<file path="config.mk">
export PLATFORM = sky130hd
export DESIGN_NAME = xsph_div
export DESIGN_NICKNAME = d
export VERILOG_FILES = /design/src/sv/xsph_pkg.sv /design/src/sv/xsph_div.sv
export SDC_FILE = /design/constraint.sdc
export NUM_CORES = 1
export LEC_CHECK = 0
export BUFFER_PORTS_ARGS = -buffer_cell sky130_fd_sc_hd__buf_2
export CORE_AREA = 5 5 128 130
export DETAILED_ROUTE_END_ITERATION = 7
export DIE_AREA = 0 0 133 135
export GPL_ROUTABILITY_DRIVEN = 0
export GPL_TIMING_DRIVEN = 0
export PLACE_DENSITY = 0.76
export SETUP_SLACK_MARGIN = 0.3
export SYNTH_ARGS = -nofsm -noshare
export SYNTH_HDL_FRONTEND = slang
export SYNTH_SLANG_ARGS = --single-unit
</file>
<file path="constraint.sdc">
create_clock -name clk -period 6.19 [get_ports clk]
set_clock_uncertainty 0.15 [all_clocks]
set_input_delay 0.619 -clock clk [delete_from_list [all_inputs] [get_ports clk]]
set_output_delay 0.619 -clock clk [all_outputs]
set_load 0.1 [all_outputs]
</file>
<file path="src/sv/xsph_pkg.sv">
// Package for the XSPH velocity smoothing block.
// Holds item types, the particle record, FSM state codes and kind and register codes.
// No dependencies.
package xsph_pkg;

  localparam int IDX_W = 12;

  typedef logic [31:0] word_t;

  typedef struct packed {
    logic [1:0]        kind;
    logic [IDX_W-1:0]  particle_index;
    logic [IDX_W-1:0]  neighbor_index;
    logic signed [31:0] pos_x;
    logic signed [31:0] pos_y;
    logic signed [31:0] pos_z;
    logic signed [31:0] vel_x;
    logic signed [31:0] vel_y;
    logic signed [31:0] vel_z;
  } in_item_t;

  typedef struct packed {
    logic [IDX_W-1:0]   out_index;
    logic signed [31:0] new_vel_x;
    logic signed [31:0] new_vel_y;
    logic signed [31:0] new_vel_z;
  } out_item_t;

  // One stored particle: position and velocity per axis, axis 0 is x
  typedef struct packed {
    word_t [2:0] vel;
    word_t [2:0] pos;
  } part_t;

  localparam logic [1:0] KIND_LOAD   = 2'd0;
  localparam logic [1:0] KIND_NEIGH  = 2'd1;
  localparam logic [1:0] KIND_FINISH = 2'd2;
  localparam logic [1:0] KIND_SPARE  = 2'd3;

  localparam logic [1:0] CFG_GAIN      = 2'd0;
  localparam logic [1:0] CFG_RADIUS_SQ = 2'd1;
  localparam logic [1:0] CFG_INV_RSQ   = 2'd2;

  localparam logic [1:0] AXIS_LAST = 2'd2;

  typedef enum logic [3:0] {
    ST_IDLE,
    ST_SLOT0,
    ST_SLOT1,
    ST_ISSUE,
    ST_SQ,
    ST_CMP,
    ST_WMUL,
    ST_Q,
    ST_CUBE,
    ST_ACC,
    ST_DIVST,
    ST_DIVW,
    ST_GAIN,
    ST_ADD,
    ST_EMIT
  } state_t;

endpackage

</file>
<file path="src/sv/xsph_div.sv">
// Restoring divider, one quotient bit per cycle: 64-bit dividend by 32-bit divisor.
// Depends on xsph_pkg only for house consistency of types.
module xsph_div import xsph_pkg::*; (
  input  logic        clk,
  input  logic        rst,
  input  logic        start,
  input  logic [63:0] dividend,
  input  word_t       divisor,
  output logic        done,
  output logic [63:0] quotient
);

  logic        busy;
  logic [5:0]  cnt;
  logic [31:0] rem;
  logic [63:0] dvd;
  word_t       dsr;
  logic [32:0] rem_sh;
  logic [32:0] rem_sub;
  logic        ge;

  // Shift one dividend bit into the remainder and try a subtract
  always_comb begin
    rem_sh  = {rem, dvd[63]};
    rem_sub = rem_sh - {1'b0, dsr};
    ge      = rem_sh >= {1'b0, dsr};
  end

  always_ff @(posedge clk) begin
    if (rst) begin
      busy <= 1'b0;
      done <= 1'b0;
      cnt  <= '0;
    end else begin
      done <= 1'b0;
      if (start) begin
        busy <= 1'b1;
        cnt  <= '0;
        rem  <= '0;
        dvd  <= dividend;
        dsr  <= divisor;
      end else if (busy) begin
        rem <= ge ? rem_sub[31:0] : rem_sh[31:0];
        dvd <= {dvd[62:0], ge};
        cnt <= cnt + 6'd1;
        if (cnt == 6'd63) begin
          busy <= 1'b0;
          done <= 1'b1;
        end
      end
    end
  end

  assign quotient = dvd;

endmodule

</file>
==> results of run 1 <==
==> worst max path at each step <==
| stage | startpoint | end | slack (ns) | depth (start not counted) |
|---|---|---|---|---|
| floorplan | start | quotient[0] | 1.83 | 4 |
| global placement | start | rem[12] | 0.24 | 4 |
| detailed placement | start | quotient[9] | 2.85 | 7 |
| CTS | rem[0] | quotient[0] | 2.95 | 10 |
| global route | rem[25] | rem[18] | 2.76 | 12 |
| finish | quotient[63] | rem[28] | 2.90 | 11 |
==> through the flow <==
| step | hold slack, ns | utilization (%) |
|---|---|---|
| 3_5_place_dp | 0.3487 | 56.80 |
| 3_3_place_gp | 0.3280 | 56.14 |
| 4_1_cts | 0.2109 | 60.33 |
| 6_report | 0.2271 | 60.33 |
| 2_1_floorplan | 0.3085 | - |
| 5_1_grt | 0.2037 | 60.33 |
==> power groups by stage <==
stage	Sequential [W]	Combinational, W	Clock (W)
3_5_place_dp	0.00115	0.000843	0
2_1_floorplan	0.00134	0.000467	0
5_1_grt	0.00114	0.000919	0.000981
3_3_place_gp	0.00115	0.000824	0
6_report	0.00113	0.000848	0.000917
4_1_cts	0.00113	0.000848	0.000932
==> synthesized netlist by cell type, types with 2 or more instances <==
cell type and n:
a311oi_1 2, edfxtp_1 128, nor2_1 47, o21bai_1 2
nor3_1 6, ha_1 33, mux2i_1 12, xnor2_1 19
buf_2 4, and3_1 2, a211o_1 3, nor2b_1 6
o211ai_1 7, nand4_1 10, or2_2 2, dfxtp_1 8
o31ai_1 2, inv_1 41, or3_1 3, clkbuf_1 17
o21a_1 4, a211oi_1 8, o21ai_0 22, o221ai_1 2
a21o_1 10, mux2_2 64, nand3_1 7, nand2_1 52
nand2b_1 8, a21oi_1 52, xor2_1 8, buf_6 3
==> sequential cells by signal (all words and copies together) (netlist names) <==
register  count
dsr          32
quotient     64
rem          32
cnt           6
busy          1
done          1
==> routing by layer <==
layer	share of wire (%)	global-route usage (%)	vias to the layer above	routed length [µm]
met5	0	0	-	0
met4	1.3	5.543	0	230
met3	9.8	8.010	18	1736
met2	47	32.76	220	8366
met1	42	24.58	2608	7402
li1	-	-	2691	-
==> area by class of cell <==
type | count | area share (%)
Sequential cell | 136 | 44.14
Multi-Input combinational cell | 424 | 34.52
Buffer | 24 | 1.297
Inverter | 41 | 1.697
Clock buffer | 18 | 4.732
Clock inverter | 14 | 1.117
Tap cell | 188 | 2.593
Timing Repair Buffer | 166 | 9.905
==> kinds of logic (layout without fill, tap and decap cells) <==
kind of cell | count (synthesis) | after routing | share of synthesized area [%]
AOI/OAI and AO/OA | 135 | 135 | 12.10
xor gates and xnor gates | 27 | 27 | 3.200
buffers and inverters | 65 | 263 | 3.674
muxes | 76 | 76 | 11.38
and+or+nand+nor | 152 | 152 | 9.616
DFF | 136 | 136 | 54.17
adders and majority gates | 34 | 34 | 5.858
==> results.py, run 1 <==
metrics = {
    "layout": {
        "final_common_cell": "buf_2",
        "seqCellArea_um2": 4004,
        "final_cell_mix": "buf_2 (166), edfxtp_1 (128), mux2_2 (64)",
        "drive_above_1_share_pct": 34.14,
        "synthToLayoutAreaGrowth_pct": 22.72,
        "num_antenna_cells": 0,
        "final_area_um2": 9070,
        "fin_nets": 943,
        "final_cells": 1011,
        "multi_input_comb_area_um2": 3131,
        "n_fill_cell": 1244,
    },
    "routing": {
        "route.final.wire_length_um": 17740,
        "first_pass_iters": 5,
        "drc": 0,
        "routed-via-count": 5537,
        "avgRoutedWirePerCell_um": 17.54,
        "antenna_left": 0,
        "via_per_inst": 5.477,
        "drt_iter0_drc": 332,
    },
    "synth": {
        "synth_cell_type_count": 63,
        "ys_warn_count": 0,
        "yosysSeqAreaShare_pct": 54.17,
        "async_flop_share_pct": 0,
        "synth-main-ff-cell": "edfxtp_1",
        "synthTopCellsByArea": "edfxtp_1 (52%), mux2_2 (9.8%), ha_1 (5.6%), a21oi_1 (3.5%), nand2_1 (2.6%)",
        "synth_cells": 625,
        "synth_top_area_share_pct": 52.01,
        "syn-num-nets": 758,
        "yosysTopAreaCell": "edfxtp_1",
        "syn_avg_cell_area_um2": 11.83,
        "ys_ff_latch": 136,
        "syn-cell-area_um2": 7391,
        "synth_edf_count": 128,
    },
    "worst_setup_path": {
        "crit_family": "compound AO/OA/AOI/OAI gates",
        "timing.rr.start": "quotient[63]",
        "ff2ff_setup_slack_ns": 2.90,
        "critPathArrivalTime_ns": 3.40,
        "slowest_stage": "or4_1",
        "crit_type": "flip-flop to flip-flop",
        "worst-path-buf-inv": 1,
        "crit_fanout": 5,
        "reg2reg_to": "rem[28]",
        "r2r.worst_path.cells": 11,
        "cp-end-kind": "flip-flop",
        "crit_required_ns": 6.30,
        "cpPeakStageDelay_ns": 0.50,
        "crit_top_cell": "a21oi_1",
        "crit_path_start_kind": "flip-flop",
        "worstPathCellList": "inv_1 > ha_1 > fa_1 > nand2b_1 > a21oi_1 > o21ai_4 > o21ai_2 > a21o_1 > nor4_1 > or4_1 > a21oi_1",
    },
    "place": {
        "io_buffers": 162,
        "pre_cts_ws_ns": 2.846,
        "dp_hpwl_um": 13250,
        "dpl_cell_area_um2": 8539,
        "dp.cells": 979,
    },
    "timing": {
        "worst_slew_pin_slew_ns": 0.7421,
        "clock.fmax_mhz": 304.2,
        "final_hold_viol_count": 0,
        "min_period_over_period_pct": 53.11,
        "setup_ws_ns": 2.903,
        "post-route-min-period_ns": 3.287,
        "setup_viol": 0,
        "relSlewSlack_pct": 50.53,
        "setup_tns_ns": 0,
        "slew_viol_final": 0,
        "rsz0062_at_grt": "false",
    },
    "power": {
        "p_total_w": 0.002899,
        "p_per_area_nw_per_um2": 319.6,
        "ir_worst_vdd_uv": 239.9,
        "p_sw_w": 0.0009945,
        "power.internal_w": 0.001904,
        "power_leakage_nw": 3.721,
        "swShare_pct": 34.31,
        "clock_power_share_pct": 31.6,
        "p_comb_share_pct": 29.3,
        "p_seq_share_pct": 39.1,
    },
    "clock_network": {
        "cts_resized": 0,
        "cts_hold_buf": 0,
        "htreeDepth": 4,
        "clockBufferDepth": 2,
        "cts_sinks": 136,
        "post_cts_buffers": 0,
        "cts_root_buf": "clkbuf_16",
        "numCtsBuffers": 17,
        "cts_tree": "built",
        "clk_pin_slew_ns": 0.06,
        "clk_latency_ns": 0.42,
    },
    "global_route": {
        "antenna_found_initial": 0,
        "track_usage_pct": 19.98,
        "grt_max_degree": 35,
        "grt_pass1_vias": 5748,
        "grt_pass1_wl_um": 28590,
        "overflow": 0,
    },
    "worst_hold_path": {
        "hold_depth": 1,
        "hold_end": "dsr[28]",
        "holdCritStartpoint": "divisor[28]",
        "hold_path.class": "primary input to flip-flop",
    },
    "floorplan": {
        "die_h_um": 135,
        "io_pins": 164,
        "rows": 45,
        "start_util_pct": 49.16,
        "fp.dieW_um": 133,
        "coreArea_um2": 15030,
        "die_area_um2": 17960,
    },
    "run": {
        "maxCapViolations": 0,
    },
    "run_status": {
        "status": "completed",
    },
}
No activity file was read; power rests on OpenSTA's default activity.
==> run 2: changes to the inputs <==
clock period = 2.9 ns   (was 6.19 ns; I/O delays follow)
==> results.py, run 2 (synthesis gave the netlist of run 1 again) <==
metrics = {
    "run_status": {
        "status": "finished, violations left",
        "violations": "negative setup slack",
    },
    "timing": {
        "final_hold_viol_count": 0,
        "min_period_over_period_pct": 101.9,
        "clock.fmax_mhz": 338.5,
        "post-route-min-period_ns": 2.954,
        "relSlewSlack_pct": 40.49,
        "rsz0062_at_grt": "true",
        "setup_viol": 9,
        "slew_viol_final": 0,
        "worst_slew_pin_slew_ns": 0.8926,
        "timing.hold.ws_ns": 0.007389,
        "setup_tns_ns": -0.1572,
        "setup_ws_ns": -0.05423,
    },
    "floorplan": {
        "io_pins": 164,
        "die_h_um": 135,
        "die_area_um2": 17960,
        "coreArea_um2": 15030,
        "start_util_pct": 49.16,
        "rows": 45,
        "fp.dieW_um": 133,
    },
    "worst_setup_path": {
        "slowest_stage": "or4_4",
        "crit_path_start_kind": "flip-flop",
        "reg2reg_to": "rem[28]",
        "crit_required_ns": 3.03,
        "cpPeakStageDelay_ns": 0.52,
        "crit_type": "flip-flop to flip-flop",
        "worstPathCellList": "ha_4 > o21a_1 > o31ai_4 > a221o_1 > a21o_2 > a21oi_4 > buf_6 > o21bai_4 > or4_4 > a21oi_2",
        "cp-end-kind": "flip-flop",
        "critPathArrivalTime_ns": 3.09,
        "ff2ff_setup_slack_ns": -0.05,
        "r2r.worst_path.cells": 10,
        "timing.rr.start": "rem[2]",
        "crit_fanout": 5,
    },
    "routing": {
        "route.final.wire_length_um": 20640,
        "drc": 0,
        "first_pass_iters": 6,
        "drt_iter0_drc": 271,
        "avgRoutedWirePerCell_um": 18.74,
        "antenna_left": 0,
        "via_per_inst": 5.499,
        "routed-via-count": 6054,
    },
    "worst_hold_path": {
        "hold_path.class": "primary input to flip-flop",
        "holdCritStartpoint": "dividend[59]",
        "hold_depth": 2,
        "hold_end": "quotient[59]",
    },
    "power": {
        "swShare_pct": 35.02,
        "p_comb_share_pct": 34.9,
        "power_leakage_nw": 4.297,
        "p_total_w": 0.006927,
        "p_sw_w": 0.002426,
        "clock_power_share_pct": 29.8,
        "p_per_area_nw_per_um2": 653.3,
        "ir_worst_vdd_uv": 543.8,
        "power.internal_w": 0.004502,
        "p_seq_share_pct": 35.3,
    },
    "run": {
        "maxCapViolations": 0,
    },
    "clock_network": {
        "cts_sinks": 136,
        "clk_latency_ns": 0.44,
        "numCtsBuffers": 17,
        "htreeDepth": 4,
        "clockBufferDepth": 2,
        "cts_root_buf": "clkbuf_16",
        "cts_tree": "built",
        "clk_pin_slew_ns": 0.07,
    },
    "global_route": {
        "antenna_found_initial": 1,
        "grt_max_degree": 33,
        "grt_pass1_vias": 6217,
        "grt_pass1_wl_um": 31860,
        "overflow": 0,
        "track_usage_pct": 22.46,
    },
    "layout": {
        "final_common_cell": "buf_2",
        "drive_above_1_share_pct": 43.86,
        "multi_input_comb_area_um2": 3664,
        "final_cell_mix": "buf_2 (163), edfxtp_1 (128), mux2_2 (63)",
        "n_fill_cell": 1053,
        "final_cells": 1101,
        "fin_nets": 1032,
        "seqCellArea_um2": 4004,
        "largest_reg_flops": 64,
        "synthToLayoutAreaGrowth_pct": 43.47,
    },
    "place": {
        "dp.cells": 979,
        "io_buffers": 162,
        "dp_hpwl_um": 13770,
        "pre_cts_ws_ns": -0.3628,
    },
}
==> run 2: cell count changes in the layout (fill, tap and decap cells not counted), sizes merged <==
cell         delta
clkinvlp        -1
buf            +36
inv             +5
clkinv          -5
clkbuf          +3
diode           +1
dlygate4sd3    +51
==> run 2: critical path: cells and delay by family, from the launching register on <==
| family | cells | cell delay, ns |
|---|---|---|
| flops | 1 | 0.44 |
| simple gates | 1 | 0.52 |
| compound gates | 7 | 1.26 |
| fa+ha+maj | 1 | 0.30 |
| buf+inv | 1 | 0.13 |
==> run 2: worst max-delay path by stage <==
stage,startpoint,endpoint,slack (ns)
after floorplan,quotient[63],rem[28],-0.44
after global placement,start,dsr[30],-0.45
after detailed placement,rem[5],rem[17],-0.36
after CTS,rem[8],rem[18],0.03
after global routing,rem[5],rem[28],-0.12
final,rem[2],rem[28],-0.05
==> run 2: cell type report <==
class,count,share of cell area (%)
well taps,188,2.218
clock buffers,19,4.177
repair buffers,255,16.70
multi-input cells,424,34.55
plain buffers,24,2.065
flip-flops and latches,136,37.76
clock inverters,13,1.062
inverters,41,1.451
diodes,1,0.02360
==> run 2: layer usage <==
layer / GRT usage [%] / part of all wire, % / vias to the layer above
met4: 7.102 / 2.0 / 0
met2: 37.98 / 51 / 225
met5: 0 / 0 / -
met3: 8.718 / 8.0 / 27
met1: 26.45 / 39 / 2930
li1: - / - / 2872
==> run 2: per-stage QoR <==
step | utilization (%) | area (µm²)
2_1_floorplan | - | 7540
3_3_place_gp | 57.11 | 8586
3_5_place_dp | 57.79 | 8688
4_1_cts | 68.42 | 10290
5_1_grt | 70.54 | 10600
6_report | 70.54 | 10600
==> run 2: what timing repair did <==
action | 4_1_cts | 5_1_grt
gates resized for setup | 61 | 49
endpoints found under the hold margin | 49 | 2
endpoints found under the setup margin | 33 | 33
buffers inserted | 25 | 11
gates cloned | 1 | 1
hold buffers | 49 | 2
pin swaps | 31 | 22
==> run 2: power by group through the flow <==
stage               logic [W]  clock network [W]  registers [W]
floorplan             0.00105                  0        0.00286
global placement      0.00182                  0        0.00246
detailed placement    0.00186                  0        0.00246
CTS                   0.00220            0.00209        0.00243
global route          0.00257            0.00219        0.00246
finish                0.00242            0.00207        0.00244
